==> src/hw/rtl/psd_pkg.sv <==
// ============================================================================
// psd_pkg: shared types and constants of the publish/subscribe dispatcher
// Sizes of the topic space, subscriber slots and pending queue, the opcode
// and status codes, and the structs that pass between the submodules.
// ============================================================================
package psd_pkg;

   // sizes
   localparam int TOPIC_BITS  = 10;
   localparam int SLOTS       = 8;
   localparam int QUEUE_DEPTH = 16;
   localparam int ID_BITS     = 8;
   localparam int DATA_BITS   = 32;
   localparam int OP_BITS     = 2;
   localparam int STATUS_BITS = 3;
   localparam int NUM_TOPICS  = 1 << TOPIC_BITS;
   localparam int QPTR_BITS   = (QUEUE_DEPTH > 1) ? $clog2(QUEUE_DEPTH) : 1;
   localparam int QCNT_BITS   = $clog2(QUEUE_DEPTH + 1);

   // request opcodes; the fourth code is unused
   typedef enum logic [OP_BITS-1:0] {
      OP_SUB = 2'd0,
      OP_PUB = 2'd1,
      OP_DSP = 2'd2
   } psd_op_type;

   // result status codes
   typedef enum logic [STATUS_BITS-1:0] {
      ST_OK      = 3'd0,
      ST_QFULL   = 3'd1,
      ST_QEMPTY  = 3'd2,
      ST_TFULL   = 3'd3,
      ST_ALREADY = 3'd4,
      ST_NOSUB   = 3'd5
   } psd_status_type;

   // one subscriber table row: SLOTS ids, zero marks an empty slot
   typedef logic [SLOTS-1:0][ID_BITS-1:0] psd_row_type;

   // subscriber table write request
   typedef struct packed {
      logic                  en;
      logic [TOPIC_BITS-1:0] addr;
      psd_row_type           row;
   } psd_slot_wr_type;

   // pending queue control and status
   typedef struct packed {
      logic                  push;
      logic                  pop;
      logic [TOPIC_BITS-1:0] topic;
   } psd_qctl_type;

   typedef struct packed {
      logic full;
      logic empty;
   } psd_qstat_type;

   // isolate the lowest set bit of a slot mask
   function automatic logic [SLOTS-1:0] lowest_one(input logic [SLOTS-1:0] x);
      return x & (~x + SLOTS'(1));
   endfunction

endpackage

==> src/hw/rtl/psd_queue.sv <==
// ============================================================================
// psd_queue: ring queue of published topics
// Read and write pointers with an occupancy count over a small memory.
// A pop registers the head entry, valid on the following cycle.
// ============================================================================
module psd_queue (
   input  logic                           clock,
   input  logic                           reset,
   input  psd_pkg::psd_qctl_type          ctl,
   output psd_pkg::psd_qstat_type         stat,
   output logic [psd_pkg::TOPIC_BITS-1:0] head
);

   logic [psd_pkg::TOPIC_BITS-1:0] mem [psd_pkg::QUEUE_DEPTH];
   logic [psd_pkg::TOPIC_BITS-1:0] head_ff;
   logic [psd_pkg::QPTR_BITS-1:0]  rd_ptr_ff;
   logic [psd_pkg::QPTR_BITS-1:0]  wr_ptr_ff;
   logic [psd_pkg::QCNT_BITS-1:0]  count_ff;

   // ring increment, wraps at the last entry
   function automatic logic [psd_pkg::QPTR_BITS-1:0] ring_next(
      input logic [psd_pkg::QPTR_BITS-1:0] p);
      if (p == psd_pkg::QPTR_BITS'(psd_pkg::QUEUE_DEPTH - 1)) begin
         return '0;
      end
      return p + psd_pkg::QPTR_BITS'(1);
   endfunction

   // pointers and occupancy
   always_ff @(posedge clock) begin
      if (reset) begin
         rd_ptr_ff <= '0;
         wr_ptr_ff <= '0;
         count_ff  <= '0;
      end else begin
         if (ctl.push) begin
            wr_ptr_ff <= ring_next(wr_ptr_ff);
         end
         if (ctl.pop) begin
            rd_ptr_ff <= ring_next(rd_ptr_ff);
         end
         if (ctl.push && !ctl.pop) begin
            count_ff <= count_ff + psd_pkg::QCNT_BITS'(1);
         end else if (ctl.pop && !ctl.push) begin
            count_ff <= count_ff - psd_pkg::QCNT_BITS'(1);
         end
      end
   end

   // entry storage and registered head read
   always_ff @(posedge clock) begin
      if (ctl.push) begin
         mem[wr_ptr_ff] <= ctl.topic;
      end
      if (ctl.pop) begin
         head_ff <= mem[rd_ptr_ff];
      end
   end

   assign stat.full  = (count_ff == psd_pkg::QCNT_BITS'(psd_pkg::QUEUE_DEPTH));
   assign stat.empty = (count_ff == '0);
   assign head       = head_ff;

endmodule
==> config.mk <==
export PLATFORM = sky130hd
export DESIGN_NAME = psd_queue
export DESIGN_NICKNAME = d
export VERILOG_FILES = /design/src/hw/rtl/psd_pkg.sv /design/src/hw/rtl/psd_queue.sv
export SDC_FILE = /design/constraint.sdc
export NUM_CORES = 1
export LEC_CHECK = 0
export BUFFER_PORTS_ARGS = -buffer_cell sky130_fd_sc_hd__buf_2
export CAP_MARGIN = 20
export CORE_MARGIN = 10
export CORE_UTILIZATION = 55
export CTS_CLUSTER_SIZE = 12
export DETAILED_ROUTE_END_ITERATION = 8
export PLACE_DENSITY = 0.78
export SYNTH_ARGS = -nofsm -noshare
export SYNTH_HDL_FRONTEND = slang
export SYNTH_SLANG_ARGS = --single-unit
==> constraint.sdc <==
create_clock -name clock -period 1.7 [get_ports clock]
set_input_delay 0.255 -clock clock [delete_from_list [all_inputs] [get_ports clock]]
set_output_delay 0.255 -clock clock [all_outputs]
set_load 0.01 [all_outputs]
==> After elaboration in Yosys (flattened, before gate mapping) <==
Memory sizes are Yosys's and may differ from the RTL's. A register that Yosys moved wholly into a read port is not among the register bits.
Cells that the tools add are included.
{ "op_classes": {"n_mux": 14, "n_addsub": 4, "n_eq_ne": 3, "reduce_logical": 6} }
{ "op_table": {"columns": ["op", "n"], "rows": [
  ["2-to-1 mux 4 bit", 4],
  ["2-to-1 mux 5 bit", 2],
  ["adder 4 x 1 -> 4 bit (second input constant)", 2],
  ["equality test 4 bit (second input constant)", 2],
  ["2-to-1 mux 1 bit", 8],
  ["adder 5 x 1 -> 5 bit (second input constant)", 1],
  ["equality test 5 bit (second input constant)", 1],
  ["zero test 5 bit", 1],
  ["subtractor 5 x 1 -> 5 bit (second input constant)", 1],
  ["logical AND 1 bit", 2],
  ["zero test 1 bit", 2],
  ["nonzero test 2 bit", 1]
]} }
{ "word_totals": {"elab_cells": 31, "mem_bits_rw": 160, "memories": 1, "input_bits": 14, "output_inout_bits": 12, "reg_bits": 13} }
{ "memory_table": {"columns": ["memory", "words", "word_bits", "read_ports", "rd_clocked_by_memory_dff", "write_ports", "line", "rtl"], "rows": [
  ["mem", 16, 10, 1, 1, 1, "psd_queue.sv:14", "logic [psd_pkg::TOPIC_BITS-1:0] mem [psd_pkg::QUEUE_DEPTH];"]
]} }

==> Longest topological paths before layout <==
Gate-level depths: netlist of the first run.
{ "depth": {"depth_word": 5, "depth_mapped": 8, "depth_no_buf": 8} }

==> Least setup slack after synthesis of the first run <==
No wires, ideal clock.
{ "synth_path": {"path_kind": "input -> register", "startpoint": "input port ctl[10] in the netlist's numbering", "endpoint": "register count_ff[4] in the netlist's numbering", "n_path_buf": 0, "path_stages": 8, "slack_ns": -0.043, "t_required_ns": 1.579, "t_arrival_ns": 1.623, "setup_time_ns": 0.121, "path_cell_list": "inv_1 > ha_1 > inv_1 > ha_1 > a21oi_1 > a211oi_1 > a31oi_1 > mux2_2"} }
{ "synth_between": {"elab_chain_len": 3, "word_cells_on_any_way": 5, "cone_classes": "mux (1); reduce/logical (4)"} }
{ "synth_lines": {"columns": ["item", "line", "rtl"], "rows": [
  ["start: declaration", "psd_queue.sv:9", "input psd_pkg::psd_qctl_type ctl,"],
  ["zero test 1 bit", "psd_queue.sv:42", "if (ctl.push && !ctl.pop) begin"],
  ["logical AND 1 bit", "psd_queue.sv:42", null],
  ["2-to-1 mux 5 bit or nonzero test 2 bit (tied branches)", null, null],
  ["end signal: assignment", "psd_queue.sv:43", "count_ff <= count_ff + psd_pkg::QCNT_BITS'(1);"],
  ["end signal: assignment", "psd_queue.sv:45", "count_ff <= count_ff - psd_pkg::QCNT_BITS'(1);"],
  ["end: declaration", "psd_queue.sv:18", "logic [psd_pkg::QCNT_BITS-1:0] count_ff;"]
]} }
Several ways; a longest one is shown, not always the timed one.
A chain may end at the register's enable or synchronous reset.

==> results.cfg, run 1 <==
[timing]
final.setup.tns_ps = -17.39
holdWs_ps = 177.2
fin_ws_ps = -10.88
rsz0062_at_grt = yes
max_freq_mhz = 584.5
fin_crit_ps = 1711
fin_worst_skew_ps = 6.994
hold_viol_final = 0
fin_crit_sh_pct = 100.6
finalSetupViolations = 2
tightest_slew_ps = 784.2
drv_slew = 0
slew_headroom_pct = 47.48

[floorplanning]
io_pins = 26
num_rows = 41
die_h_um = 134.1
core_um2 = 12670
start_util_pct = 56.52
die_w_um = 134.1
die_area_um2 = 17990

[place]
routabilityCongestion = 0.7765
dpl-instance-area_um2 = 7853
io_buffers = 25
dp_hpwl_um = 9119
dp_cells = 580

[power]
p_comb_share_pct = 8.0
powerDensity_nw_per_um2 = 1158
switching_share_pct = 20.60
p_clk_share_pct = 40.9
pwr-share-seq_pct = 51.0
p_leak_nw = 2.912
internal_power_mw = 7.922
peakVddDrop_mv = 0.7060
p_sw_mw = 2.055

[detailed_routing]
wire_per_inst_um = 24.83
routed_via_density = 6.052
drt_first_pass_iters = 4
routed_wl_um = 15240
drt_iter0_drc = 391
drc_errors = 0
ant_nets = 0
dr_total_vias = 3716

[global_routing]
grtUsageTotal_pct = 17.81
grt_pass1_wl_um = 23400
grt_pass1_vias = 3873
antenna_found_initial = 0
grt_max_degree = 30
grt_overflow = 0

[logic_synthesis]
ys_top_cells_by_area = edfxtp_1 (71%), mux4_2 (13%), dfxtp_1 (3.6%)
synthAdderAreaFrac_pct = 1.852
netlist_area_um2 = 7162
synth_top_area_share_pct = 71.28
ys_ff_latch = 183
yosys.area_share.xor_xnor_pct = 0.4892
syn_inst = 362
synth_top_family_by_area = multiplexers
syn_area_per_cell_um2 = 19.78
netlist-cell-type-count = 33
synth_nets = 386
synth-simple-area-share_pct = 4.577
synth_area_leader_cell = edfxtp_1
yosysSeqAreaShare_pct = 74.91
synthMuxAreaShare_pct = 13.16
synth_compound_area_share_pct = 3.407
yosysWarnings = 0

[cells_and_area]
utilization_pct = 68.01
fin_area_um2 = 8617
finish.net_count = 453
drive_above_1_share_pct = 36.20
n_fill_cell = 808
area_growth_pct = 20.32
antenna-diode-count = 0
finalNonFillerCells = 614

[run_status]
violations = negative setup slack
status = finished, violations left

[clock_tree]
cts-htree-levels = 4
ctsLongestPathBuffers = 2
cts_inserted_buffers = 17
clock_sinks = 183
cts_tree = done
root_buffer = clkbuf_16
cts.clk_slew.worst_paths_ps = 60
insertion_delay_ps = 430

[critical_path]
arrival_ps = 1890
critPathLaunchType = flop
critical_path_class = reg -> reg
cp.required_ps = 1880
crit_path_end_kind = flop
critPathMaxFanout = 5

[worst_hold_path]
hold_path.class = in -> reg

[job]
drv_cap = 0
Yosys cell counts, drive strengths merged:
cell type  count
a21o           2
inv            4
o21ai          1
nor2b          4
a41oi          1
a22oi         20
edfxtp       170
buf           11
and2          18
dfxtp         13
xnor2          1
nor2          14
mux4          40
xor2           3
nand2b         1
a31oi          1
nor3b          1
nand2         18
mux2           1
and3           1
mux2i          3
a211o          1
nor4bb         1
nand3          3
ha             9
a211oi         2
fa             1
a21oi          7
clkbuf         6
nor4           2
or3            2
routing by layer:
| layer | vias to the layer above | part of all wire [%] | GRT usage [%] |
|---|---|---|---|
| li1 | 1595 | - | - |
| met1 | 1917 | 39 | 22.02 |
| met2 | 175 | 51 | 28.74 |
| met3 | 29 | 7.6 | 5.078 |
| met4 | 0 | 2.7 | 7.799 |
| met5 | - | 0 | 0 |
flip-flops by register name (all words and copies together) (netlist names):
name / flops
rd_ptr_ff: 4
head: 10
wr_ptr_ff: 4
mem: 160
count_ff: 5
kinds of logic (layout without fill, tap and decap cells):
kind of cell,Yosys count,in the layout
buffers and inverters,21,101
AND/OR/NAND/NOR,65,65
adder cells (fa/ha/maj),10,10
flip-flops,183,183
AO/OA/AOI/OAI,35,35
XOR/XNOR,4,4
multiplexers,44,44
cells in the final DEF, fill, tap and decap left out, types with 4 or more instances in the layout:
master / instances
a21oi_1: 6
mux4_2: 40
edfxtp_1: 170
bufinv_16: 4
buf_2: 25
a22oi_2: 12
and2_1: 18
dfxtp_1: 9
buf_4: 23
ha_1: 8
clkbuf_16: 17
a22oi_1: 8
nand2_1: 18
buf_12: 13
nor2_1: 13
clkinv_2: 5
power by group through the flow:
stage	Sequential (mW)	Clock (mW)	Combinational (mW)
2_1_floorplan	5.17	0	0.439
3_3_place_gp	5.17	0	0.732
3_5_place_dp	5.17	0	0.759
4_1_cts	5.08	4.12	0.800
5_1_grt	5.10	4.31	0.868
6_report	5.09	4.08	0.803
final timing paths:
path                            slack [ps]  cells after the start         start            to
worst max-delay path                   -10                      5  rd_ptr_ff[0]       head[4]
worst max register to register         -10                      5  rd_ptr_ff[0]       head[4]
worst min register to register         560                      2  wr_ptr_ff[0]  wr_ptr_ff[0]
worst min-delay path                   180                      2         reset  wr_ptr_ff[2]
worst max-delay path, stage by stage, from the launching register on:
cell and delay (ps):
dfxtp_4 410, buf_12 150, buf_4 130, mux4_2 500, a22oi_2 200, nand2_1 70
stage by stage:
| stage | setup slack, ps | total power [mW] |
|---|---|---|
| after floorplan | 4.084 | 5.609 |
| after global placement | -224.1 | 5.899 |
| after detailed placement | -234.3 | 5.934 |
| after CTS | -19.95 | 10.00 |
| after global routing | -77.65 | 10.28 |
| final | -10.88 | 9.977 |
cell type report:
| type | count | area, um^2 | area share (%) |
|---|---|---|---|
| clock buffers | 19 | 442.9 | 5.140 |
| clock inverters | 13 | 177.7 | 2.062 |
| inverters | 4 | 15.01 | 0.1742 |
| multi-input cells | 158 | 1770 | 20.55 |
| flip-flops and latches | 183 | 5373 | 62.35 |
| well taps | 172 | 215.2 | 2.497 |
| repair buffers | 65 | 623.1 | 7.231 |
what timing repair did:
item	4_1_cts	5_1_grt
cloned	1	0
resized for setup	18	5
setup buffers	1	0
hold buffers	0	0
endpoints found under the setup margin	11	12
pin swaps	10	4
No activity file was read; power rests on OpenSTA's default activity.
==> run 2: changes to the inputs <==
Settings changed: SETUP_SLACK_MARGIN from default to 0.5.
==> results.cfg, run 2 (synthesized netlist as in run 1, its figures left out) <==
[cells_and_area]
finish.net_count = 467
regMostFlops = mem
mostFrequentLayoutCells = edfxtp_1 (170), mux4_2 (40), and2_4 (32)
area_growth_pct = 27.66
antenna-diode-count = 0
largest_reg_flops = 160
final_common_cell = edfxtp_1
drive_above_1_share_pct = 48.90
utilization_pct = 72.15

[critical_path]
crit_path_end_kind = flop
r2r_slack_ps = -50
r2r_start = rd_ptr_ff[0]
cp.depth = 4
crit_chain = buf_12 > mux4_2 > a22oi_2 > nand2_1
crit_start = rd_ptr_ff[0]
r2r_end = head[0]
critPathLaunchType = flop
max_stage_delay_ps = 560
crit_end = head[0]
cp.buffers_inverters = 1
cp_slowest_cell = mux4_2
cp.required_ps = 1880
ff2ff_path_depth = 4
cpLargestDelayFamily = multiplexers
arrival_ps = 1920
critPathMaxFanout = 12
critical_path_class = reg -> reg

[timing]
hold_viol_final = 0
fin_worst_skew_ps = 9.200
holdWs_ps = 197.5
max_freq_mhz = 573.0
final.setup.tns_ps = -183.3
slew_headroom_pct = 31.91
rsz0062_at_grt = yes
drv_slew = 0
fin_crit_ps = 1745
fin_crit_sh_pct = 102.7
tightest_slew_ps = 1018
finalSetupViolations = 8
fin_ws_ps = -45.23

[power]
switching_share_pct = 20.72
pwr-share-seq_pct = 48.6
powerDensity_nw_per_um2 = 1152
p_leak_nw = 3.067
p_sw_mw = 2.182
p_clk_share_pct = 41.5
p_comb_share_pct = 9.9
internal_power_mw = 8.348
peakVddDrop_mv = 0.7602

[clock_tree]
cts.clk_slew.worst_paths_ps = 60
root_buffer = clkbuf_16
cts_tree = done
insertion_delay_ps = 430
cts_hold_buf = 0
clock_sinks = 183
ctsLongestPathBuffers = 2
cts_inserted_buffers = 17
cts-htree-levels = 4

[global_routing]
grtUsageTotal_pct = 19.17
met3_usage_pct = 4.668
antenna_found_initial = 0
grt_max_degree = 18
grt_pass1_vias = 4074
met2_usage_pct = 31.72
busiest_layer = met2
use_met1_pct = 23.30
grt_overflow = 0
grt_pass1_wl_um = 25010

[floorplanning]
die_area_um2 = 17990
io_pins = 26
num_rows = 41
core_um2 = 12670
die_w_um = 134.1
start_util_pct = 56.52
die_h_um = 134.1

[detailed_routing]
drc_errors = 0
wire_per_inst_um = 26.50
routed_wl_um = 16640
ant_nets = 0
drt_iter0_drc = 391
routed_via_density = 6.183
drt_first_pass_iters = 5
dr_total_vias = 3883

[run_status]
violations = negative setup slack
status = finished, violations left

[place]
io_buffers = 25
dp_hpwl_um = 8534
routabilityCongestion = 0.8238

[worst_hold_path]
hold_path.class = in -> reg

[job]
drv_cap = 0
==> run 2: worst min-delay path by stage <==
| stage | from | to | slack (ps) | cells after the start |
|---|---|---|---|---|
| 3_5_place_dp | rd_ptr_ff[3] | rd_ptr_ff[3] | 530 | 2 |
| 5_1_grt | reset | rd_ptr_ff[2] | 200 | 2 |
| 4_1_cts | reset | count_ff[1] | 170 | 2 |
| 3_3_place_gp | rd_ptr_ff[3] | rd_ptr_ff[3] | 520 | 2 |
| 2_1_floorplan | reset | wr_ptr_ff[3] | 320 | 1 |
| 6_report | reset | rd_ptr_ff[2] | 200 | 2 |
==> run 2: area by class of cell <==
cell class              instances  area [um^2]
flip-flops and latches        183         5400
fillers                       697         3528
multi-input cells             175         2178
repair buffers                 62        649.4
clock buffers                  21        440.4
clock inverters                11        219.0
well taps                     172        215.2
inverters                       4        40.04
==> run 2: per-layer routing <==
metal / part of all wire [%] / vias to the layer above
met3: 7.4 / 47
li1: - / 1654
met2: 52 / 195
met5: 0 / -
met1: 38 / 1987
met4: 3.2 / 0
==> run 2: metrics by stage <==
stage	setup WS, ps	instance area [um^2]	std cells	power, mW
2_1_floorplan	119.1	7341	362	5.678
3_3_place_gp	-60.24	7727	560	5.929
3_5_place_dp	-124.4	7727	560	5.966
4_1_cts	-20.82	9021	622	10.48
5_1_grt	-83.18	9143	628	10.82
6_report	-45.23	9143	628	10.53
==> run 2: what timing repair did <==
| item | in CTS | in global routing |
|---|---|---|
| gates resized for setup | 91 | 14 |
| gates cloned | 20 | 1 |
| pin swaps | 27 | 21 |
| setup buffers | 10 | 5 |
| setup endpoints to repair | 184 | 192 |
==> run 2: power by group through the flow <==
stage	logic [mW]	clock network (mW)	registers, mW
floorplan	0.500	0	5.18
global placement	0.754	0	5.18
detailed placement	0.785	0	5.18
CTS	0.992	4.38	5.11
global route	1.11	4.58	5.12
finish	1.04	4.37	5.12
==> run 3: changes to the inputs <==
Settings changed: ABC_AREA from default to 1, CORE_UTILIZATION 55 to 56, PLACE_DENSITY 0.78 to 0.79.
==> results.cfg, run 3 <==
[run_status]
status = finished, final reports clean

[cells_and_area]
final_common_cell = nand2_1
finish.net_count = 936
area_growth_pct = 31.85
drive_above_1_share_pct = 27.03
mostFrequentLayoutCells = nand2_1 (225), edfxtp_1 (170), inv_1 (156)
regMostFlops = mem
antenna-diode-count = 0
largest_reg_flops = 160

[timing]
fin_crit_sh_pct = 93.53
slew_headroom_pct = 67.33
fin_worst_skew_ps = 13.75
drv_slew = 0
hold_viol_final = 0
max_freq_mhz = 628.9
finalSetupViolations = 0
fin_crit_ps = 1590
final.setup.tns_ps = 0
rsz0062_at_grt = yes
tightest_slew_ps = 489.6

[power]
p_total_mw = 10.32
p_leak_nw = 4.648
peakVddDrop_mv = 0.7329
powerDensity_nw_per_um2 = 964.2

[critical_path]
crit_start = rd_ptr_ff[0]
crit_end = head[1]
cp.buffers_inverters = 4
arrival_ps = 1890
cp.required_ps = 2000
cp_slowest_cell = dfxtp_4
cp.depth = 10
crit_path_end_kind = flop
critPathLaunchType = flop
ff2ff_path_depth = 10
cpLargestDelayFamily = simple AND/OR/NAND/NOR gates
cpMostUsedCell = nand2_1
critical_path_class = reg -> reg
max_stage_delay_ps = 460
r2r_start = rd_ptr_ff[0]
r2r_slack_ps = 110
critPathMaxFanout = 7
crit_chain = clkinv_8 > buf_12 > buf_16 > nand2_1 > nand3_1 > nand2_1 > nand2_1 > nand2_1 > inv_2 > nand2_2
r2r_end = head[1]

[logic_synthesis]
yosysWarnings = 0
yosysSeqAreaShare_pct = 66.10
ys_async_sr_fraction_pct = 0
synth.top_cells.by_count = nand2_1 (263), inv_1 (172), edfxtp_1 (170), nand3_1 (107), nor2_1 (24)
synth_top_family_by_area = simple AND/OR/NAND/NOR gates
synth_nets = 845
synthMuxAreaShare_pct = 0
ys_top_cells_by_area = edfxtp_1 (63%), nand2_1 (12%), inv_1 (8.0%)
synth.most_common_cell = nand2_1
yosys.area_share.xor_xnor_pct = 0.1079
synth-simple-area-share_pct = 20.27
netlist_area_um2 = 8117
synthAdderAreaFrac_pct = 1.634
netlist-cell-type-count = 23
synth_edf_count = 170
synth_top_flop_cell = edfxtp_1
ys_ff_latch = 183
synth_area_leader_cell = edfxtp_1
syn_area_per_cell_um2 = 9.886
syn_inst = 821
synth_compound_area_share_pct = 1.480
synth_top_area_share_pct = 62.90

[detailed_routing]
routed_via_density = 5.611
drc_errors = 0
routed_wl_um = 23130
ant_nets = 0
dr_total_vias = 6200
drt_first_pass_iters = 5
wire_per_inst_um = 20.93
drt_iter0_drc = 720

[clock_tree]
clock_sinks = 183
cts-htree-levels = 4
cts_hold_buf = 0
cts_inserted_buffers = 17
root_buffer = clkbuf_16
cts_tree = done
insertion_delay_ps = 440
ctsLongestPathBuffers = 2
cts.clk_slew.worst_paths_ps = 70

[global_routing]
grtUsageTotal_pct = 21.83
met2_usage_pct = 36.72
met3_usage_pct = 6.018
busiest_layer = met2
use_met1_pct = 25.18
antenna_found_initial = 0
grt_max_degree = 23
grt_pass1_wl_um = 33130
grt_pass1_vias = 6143
grt_overflow = 0

[place]
io_buffers = 25
routabilityCongestion = 0.8448
dp_hpwl_um = 10770

[floorplanning]
die_w_um = 140.4
core_um2 = 14040
die_h_um = 140.4
die_area_um2 = 19710
num_rows = 43
io_pins = 26
start_util_pct = 57.80

[job]
drv_cap = 0

[worst_hold_path]
hold_path.class = in -> reg
==> run 3: changes by cell type in the layout (fill, tap and decap cells not counted), moves of 14 or more <==
cell,before,now
nand3_2,1,24
inv_1,0,156
nand2_1,15,225
a22oi_2,14,0
nand3_1,2,83
and2_4,32,0
nand2_2,1,28
buf_12,7,25
mux4_2,40,0
==> run 3: power by group <==
group | switching [mW] | total [mW] | internal, mW
logic | 0.801 | 1.43 | 0.626
clock network | 1.64 | 3.79 | 2.15
registers | 0.0706 | 5.10 | 5.03
==> run 3: layout make-up <==
| class | instances | area, um^2 |
|---|---|---|
| clock buffer | 19 | 432.9 |
| clock inverter | 13 | 127.6 |
| fill | 761 | 3341 |
| inverter | 175 | 710.7 |
| multi-input combinational | 434 | 2459 |
| sequential | 183 | 5390 |
| tap | 180 | 225.2 |
| timing repair buffer | 100 | 1349 |
| timing repair inverter | 1 | 7.507 |
==> run 3: per-layer routing <==
metal / up-vias / wire length [um]
met1: 2910 / 8368
met5: - / 0
met3: 105 / 2001
met2: 391 / 11470
met4: 0 / 1289
li1: 2794 / -
==> run 3: cell families after synthesis <==
family | count (synthesis)
adders and majority gates | 10
and+or+nand+nor | 400
DFF | 183
xor gates and xnor gates | 1
buffers and inverters | 204
AOI/OAI and AO/OA | 23
==> run 3: how the worst min path moves through the flow <==
stage            startpoint  depth (start not counted)      endpoint  slack (ps)
2_1_floorplan         reset                          1  rd_ptr_ff[2]         330
3_3_place_gp   wr_ptr_ff[1]                          2  wr_ptr_ff[1]         520
3_5_place_dp   wr_ptr_ff[1]                          2  wr_ptr_ff[1]         520
4_1_cts               reset                          2  rd_ptr_ff[2]         120
5_1_grt               reset                          2  rd_ptr_ff[2]         140
6_report              reset                          2  rd_ptr_ff[2]         150
==> run 3: timing repair <==
action | 4_1_cts | 5_1_grt
setup buffers | 38 | 6
cloned | 11 | 4
resized for setup | 92 | 53
endpoints found under the setup margin | 184 | 190
pin swaps | 42 | 35
==> run 3: worst register-to-register path, stage by stage (launching register included) <==
cell and delay [ps]:
dfxtp_4 460, clkinv_8 120, buf_12 150, buf_16 130, nand2_1 70, nand3_1 70
nand2_1 110, nand2_1 90, nand2_1 150, inv_2 60, nand2_2 60
==> run 3: through the flow <==
step	utilization (%)	worst slack [ps]	hold slack, ps	area (um^2)	cells
4_1_cts	73.85	234.6	122.8	10370	1095
3_5_place_dp	61.96	104.1	520.2	8701	1014
5_1_grt	76.21	60.73	138.9	10700	1105
6_report	76.21	109.9	148.5	10700	1105
3_3_place_gp	61.96	127.4	518.4	8701	1014
2_1_floorplan	-	396.0	334.3	8379	821
